===== src/qpgs_pkg.sv =====
package qpgs_pkg;

    // Default image size limits.
    localparam int MAX_X_DEF = 256;
    localparam int MAX_Y_DEF = 256;
    localparam int MAX_Z_DEF = 1024;

    // Configuration port geometry.
    localparam int CFG_IW = 3;
    localparam int CFG_DW = 48;

    localparam logic [CFG_IW-1:0] REG_FACE    = 3'd0;
    localparam logic [CFG_IW-1:0] REG_EDGE    = 3'd1;
    localparam logic [CFG_IW-1:0] REG_CORNER  = 3'd2;
    localparam logic [CFG_IW-1:0] REG_PENALTY = 3'd3;
    localparam logic [CFG_IW-1:0] REG_SIZE_X  = 3'd4;
    localparam logic [CFG_IW-1:0] REG_SIZE_Y  = 3'd5;
    localparam logic [CFG_IW-1:0] REG_SIZE_Z  = 3'd6;

    localparam logic [47:0] FACE_RESET    = 48'd68720529408;
    localparam logic [15:0] PENALTY_RESET = 16'd256;
    localparam logic [8:0]  SIZE_XY_RESET = 9'd256;
    localparam logic [10:0] SIZE_Z_RESET  = 11'd1024;

    // Commands from the controller to the datapath.
    typedef struct packed {
        logic push_wr;
        logic cen_rd;
        logic cen_lat;
        logic nb_rd;
        logic nb_step;
        logic mul1;
        logic mul2;
        logic acc;
        logic sc1;
        logic sc2;
        logic emit;
    } cmd_t;

    // Status from the datapath to the controller.
    typedef struct packed {
        logic full;
        logic ready_push;
        logic ready_flush;
        logic nb_use;
        logic nb_last;
        logic out_free;
    } status_t;

endpackage


===== src/qpgs_ctrl.sv =====
module qpgs_ctrl (
    input  logic              aclk,
    input  logic              aresetn,
    input  logic              s_tvalid,
    input  logic              s_tuser,
    output logic              s_tready,
    input  logic              cfg_we,
    input  qpgs_pkg::status_t status,
    output qpgs_pkg::cmd_t    cmd
);

    typedef enum logic [13:0] {
        ST_SETUP_A = 14'b00000000000001,
        ST_SETUP_B = 14'b00000000000010,
        ST_SETUP_C = 14'b00000000000100,
        ST_IDLE    = 14'b00000000001000,
        ST_DECIDE  = 14'b00000000010000,
        ST_CEN_RD  = 14'b00000000100000,
        ST_CEN_LAT = 14'b00000001000000,
        ST_NB      = 14'b00000010000000,
        ST_MUL1    = 14'b00000100000000,
        ST_MUL2    = 14'b00001000000000,
        ST_ACC     = 14'b00010000000000,
        ST_SC1     = 14'b00100000000000,
        ST_SC2     = 14'b01000000000000,
        ST_SC3     = 14'b10000000000000
    } state_t;

    state_t state_reg, state_next;
    logic   flush_reg, flush_next;
    logic   ign_reg, ign_next;
    logic   accept;

    assign s_tready = (state_reg == ST_IDLE);
    assign accept   = s_tvalid && s_tready;

    always_comb begin
        state_next = state_reg;
        flush_next = flush_reg;
        ign_next   = ign_reg;
        cmd        = '0;
        unique case (state_reg)
            ST_SETUP_A: state_next = ST_SETUP_B;
            ST_SETUP_B: state_next = ST_SETUP_C;
            ST_SETUP_C: state_next = ST_IDLE;
            ST_IDLE: begin
                if (accept) begin
                    flush_next  = s_tuser;
                    ign_next    = !s_tuser && status.full;
                    cmd.push_wr = !s_tuser && !status.full;
                    state_next  = ST_DECIDE;
                end
            end
            ST_DECIDE: begin
                if (flush_reg ? status.ready_flush : (!ign_reg && status.ready_push)) begin
                    state_next = ST_CEN_RD;
                end else begin
                    state_next = ST_IDLE;
                end
            end
            ST_CEN_RD: begin
                cmd.cen_rd = 1'b1;
                state_next = ST_CEN_LAT;
            end
            ST_CEN_LAT: begin
                cmd.cen_lat = 1'b1;
                state_next  = ST_NB;
            end
            ST_NB: begin
                cmd.nb_rd = 1'b1;
                if (status.nb_use) begin
                    state_next = ST_MUL1;
                end else begin
                    cmd.nb_step = 1'b1;
                    state_next  = status.nb_last ? ST_SC1 : ST_NB;
                end
            end
            ST_MUL1: begin
                cmd.mul1   = 1'b1;
                state_next = ST_MUL2;
            end
            ST_MUL2: begin
                cmd.mul2   = 1'b1;
                state_next = ST_ACC;
            end
            ST_ACC: begin
                cmd.acc     = 1'b1;
                cmd.nb_step = 1'b1;
                state_next  = status.nb_last ? ST_SC1 : ST_NB;
            end
            ST_SC1: begin
                cmd.sc1    = 1'b1;
                state_next = ST_SC2;
            end
            ST_SC2: begin
                cmd.sc2    = 1'b1;
                state_next = ST_SC3;
            end
            ST_SC3: begin
                if (status.out_free) begin
                    cmd.emit   = 1'b1;
                    state_next = ST_IDLE;
                end
            end
            default: state_next = ST_SETUP_A;
        endcase
        // A register write forces the derived sizes to settle again.
        if (cfg_we) begin
            state_next = ST_SETUP_A;
        end
    end

    always_ff @(posedge aclk) begin
        if (!aresetn) begin
            state_reg <= ST_SETUP_A;
            flush_reg <= 1'b0;
            ign_reg   <= 1'b0;
        end else begin
            state_reg <= state_next;
            flush_reg <= flush_next;
            ign_reg   <= ign_next;
        end
    end

endmodule


===== config.mk =====
export PLATFORM = sky130hd
export DESIGN_NAME = qpgs_ctrl
export DESIGN_NICKNAME = d
export VERILOG_FILES = /design/src/qpgs_pkg.sv /design/src/qpgs_ctrl.sv
export SDC_FILE = /design/constraint.sdc
export NUM_CORES = 1
export LEC_CHECK = 0
export ABC_CLOCK_PERIOD_IN_PS = 3600
export CORE_AREA = 2 2 47 49
export DETAILED_ROUTE_END_ITERATION = 6
export DIE_AREA = 0 0 49 51
export DONT_BUFFER_PORTS = 1
export PLACE_DENSITY = 0.72
export REMOVE_ABC_BUFFERS = 1
export SLEW_MARGIN = 15
export SYNTH_ARGS = -nofsm -noshare
export SYNTH_HDL_FRONTEND = slang
export SYNTH_SLANG_ARGS = --single-unit

===== constraint.sdc =====
create_clock -name aclk -period 3.6 [get_ports aclk]
set_input_delay 0.18 -clock aclk [delete_from_list [all_inputs] [get_ports aclk]]
set_output_delay 0.18 -clock aclk [all_outputs]
set_load 0.02 [all_outputs]

==> results.txt <==
Mapped Area = 962 um2
Post-detail-place hpwl = 1600 um
Most frequent standard cell in the layout excluding fill and tap cells = sky130_fd_sc_hd__dfxtp_1
Clk sinks = 16
Highest clock frequency the design can meet = 414 MHz
Minimum clock period = 2.42 ns
Count of mapped cells out of synthesis = 115
Yosys cell types = 40
Setup repair after global routing missed its margin = false
Ant. Diodes = 0
Endpoint of the most critical register-to-register path = state_reg[10]
Tot GR Track Use = 17.9%
Total vias in the final route = 827
Post-route fraction of the period consumed by the critical path = 67.1%
Via density per instance = 5.82
Start point of the critical path = state_reg[4]
Comb power frac = 5.6%
Number of inserted filler cells in the final layout = 233
Buffer depth of the longest clock path = 2
Area of the multi-input gates = 591 um2
Number of iterations in the first detailed-routing pass = 4
Cell-by-cell trace of the critical path = nor4_4 > and4_2 > nand2_1 > nor3_1
Critical R2R Launch = state_reg[4]
Leakage power summed over all cells = 0.367 nW
Count of flip-flops with a built-in enable after synthesis = 0
Sort of element at the end of the critical path = output port
Largest stage delay, worst path = 0.51 ns
Critical Setup Path Class = reg2out
Mean post-synth cell area = 8.37 um2
I/O Buffers = 0
Wire length of the first global-routing pass = 3390 um
Number of flip-flops under the largest register name = 14
Clock network fraction of total power = 37.4%
Cell count of the worst reg-to-reg path = 5
Worst Min Path Start = status[1]
Post-synth top flop = sky130_fd_sc_hd__dfxtp_1
Effective utilization at floorplan = 46.6%
Register Area = 320 um2
Count of cells along the worst hold path = 1
Switching share of power = 22.5%
Count of standard-cell rows = 17
Antenna violations before repair = 0
Max VDD drop = 0.178 mV
Number of instances resized during post-cts repair = 0
Final hold violation count = 0
Data required, critical path = 3.42 ns
Seq pwr share = 57.0%
CP Buf/Inv Count = 0
Result of the run = finished, final reports clean
Area delta synth->final = 5.20%
Number of hold buffers added after cts = 0
Max-slew violation count = 0
Via count of the first global-routing pass = 796
Overflow left after global routing = 0
Worst-path cell with the longest stage delay = sky130_fd_sc_hd__nor3_1
Min-Delay Path Class = in2reg
TritonCTS Buffers = 3
Area of the placeable core = 2060 um2
Worst max-slew margin expressed relative to the limit = 52.4%
Post-route DRC violation count = 0
Final standard cell utilization of the core = 49.1%
Post-synthesis async set-or-reset flop share = 0%
Clock Skew = 0.00426 ns
Clock tree from TritonCTS = built
Count of synthesis-stage warnings from yosys = 0
Proportion of layout cells with a drive suffix above 1 = 13.2%
Residual antenna-violating net count after detailed routing = 0
Clock slew at reported path FFs = 0.09 ns
Routed length per placed instance = 14.2 um
Number of failing setup endpoints in the final timing report = 0
CTS root buf = sky130_fd_sc_hd__clkbuf_4
Largest fanout on the critical path = 7
Number of violations reported at the end of detailed-routing iteration 0 = 11
Worst min-delay path endpoint = state_reg[11]
Delay-heaviest family, CP = simple AND/OR/NAND/NOR gates
I/O pins = 23
Vertical die dimension = 51 um
Tightest Pin Transition = 0.709 ns
Final GP Congestion = 0.818
Clock latency at the later pin of the worst-skew pair = 0.29 ns
Internal power of the cells = 248 uW
Total Die Area = 2500 um2
Sequential-to-total area share from yosys stat = 33.3%
Max H-tree Level = 1
Detailed-route wire length = 2010 um
Total of flip-flops plus latches after synthesis = 16
Number of post-CTS setup repair buffers = 0
Worst-case register-to-register setup slack = 1.57 ns
Switching power of the nets = 72.0 uW
Maximum number of pins on one net before global-route repair = 10
Commonest cells after routing, fill and taps aside = sky130_fd_sc_hd__dfxtp_1, sky130_fd_sc_hd__nor3_1, sky130_fd_sc_hd__nor2_1
Net count, final = 126
Data arrival at the endpoint of the critical path = 2.24 ns
CP startpoint kind = flip-flop
Max Cap Violations = 0
Die width = 49 um
Pwr Density = 316 nW/um2
Summed negative setup slack over all endpoints = 0 ns
layout make-up:
type	instances	share of cell area, %
Inverter	8	2.97
Tap cell	28	3.46
Sequential cell	16	31.6
Clock buffer	4	3.58
Multi-Input combinational cell	86	58.3
cells in the mapped netlist, types with 3 or more instances:
cell	number	area share (%)
sky130_fd_sc_hd__nand2_1	8	3.1
sky130_fd_sc_hd__nor2_1	10	3.9
sky130_fd_sc_hd__nand2b_1	3	2.0
sky130_fd_sc_hd__inv_1	8	3.1
sky130_fd_sc_hd__nor3b_1	3	2.3
sky130_fd_sc_hd__clkbuf_1	3	1.2
sky130_fd_sc_hd__nand3_1	3	1.6
sky130_fd_sc_hd__xor2_1	3	2.7
sky130_fd_sc_hd__a21oi_1	3	1.6
sky130_fd_sc_hd__nand4_1	3	2.0
sky130_fd_sc_hd__dfxtp_1	16	33
sky130_fd_sc_hd__o21ai_0	5	2.6
sky130_fd_sc_hd__nor3_1	12	6.2
how the worst max path moves through the flow:
stage                    to  slack (ns)  cells after the start
finish              cmd[10]        1.18                      4
global route        cmd[10]         1.0                      4
CTS                 cmd[10]        1.17                      4
detailed placement  cmd[10]        1.52                      4
global placement    cmd[10]        1.59                      4
floorplan           cmd[10]        1.70                      4
routing by layer:
layer	global-route usage, %	share of wire (%)	up-vias
met5	0	0	-
met4	10.0	2.2	0
met3	3.80	4.5	5
met2	32.6	50	17
met1	19.3	44	382
li1	-	-	423
power by group through the flow:
stage	logic, mW	registers [mW]	clock network (mW)
after detailed placement	0.0179	0.186	0
after floorplan	0.0150	0.186	0
final	0.0179	0.182	0.120
after global placement	0.0178	0.186	0
after CTS	0.0180	0.182	0.126
after global routing	0.0201	0.183	0.136
kinds of logic (layout without fill, tap and decap cells):
group,after synthesis,in the layout,share of synthesized area [%]
buf+inv,13,12,5.33
simple gates,63,63,43.0
flops,16,16,33.3
compound gates,19,19,14.7
xor+xnor,4,4,3.64
stage by stage:
step | instances | total power, mW | area [um2] | worst slack (ns) | hold WS (ns)
after global routing | 142 | 0.339 | 1010 | 0.997 | 0.0104
after floorplan | 110 | 0.201 | 941 | 1.70 | 0.310
final | 142 | 0.320 | 1010 | 1.18 | 0.0290
after detailed placement | 138 | 0.204 | 976 | 1.52 | 0.334
after global placement | 138 | 0.204 | 976 | 1.59 | 0.331
after CTS | 142 | 0.326 | 1010 | 1.17 | 0.0221
No activity file was read; power rests on OpenSTA's default activity.
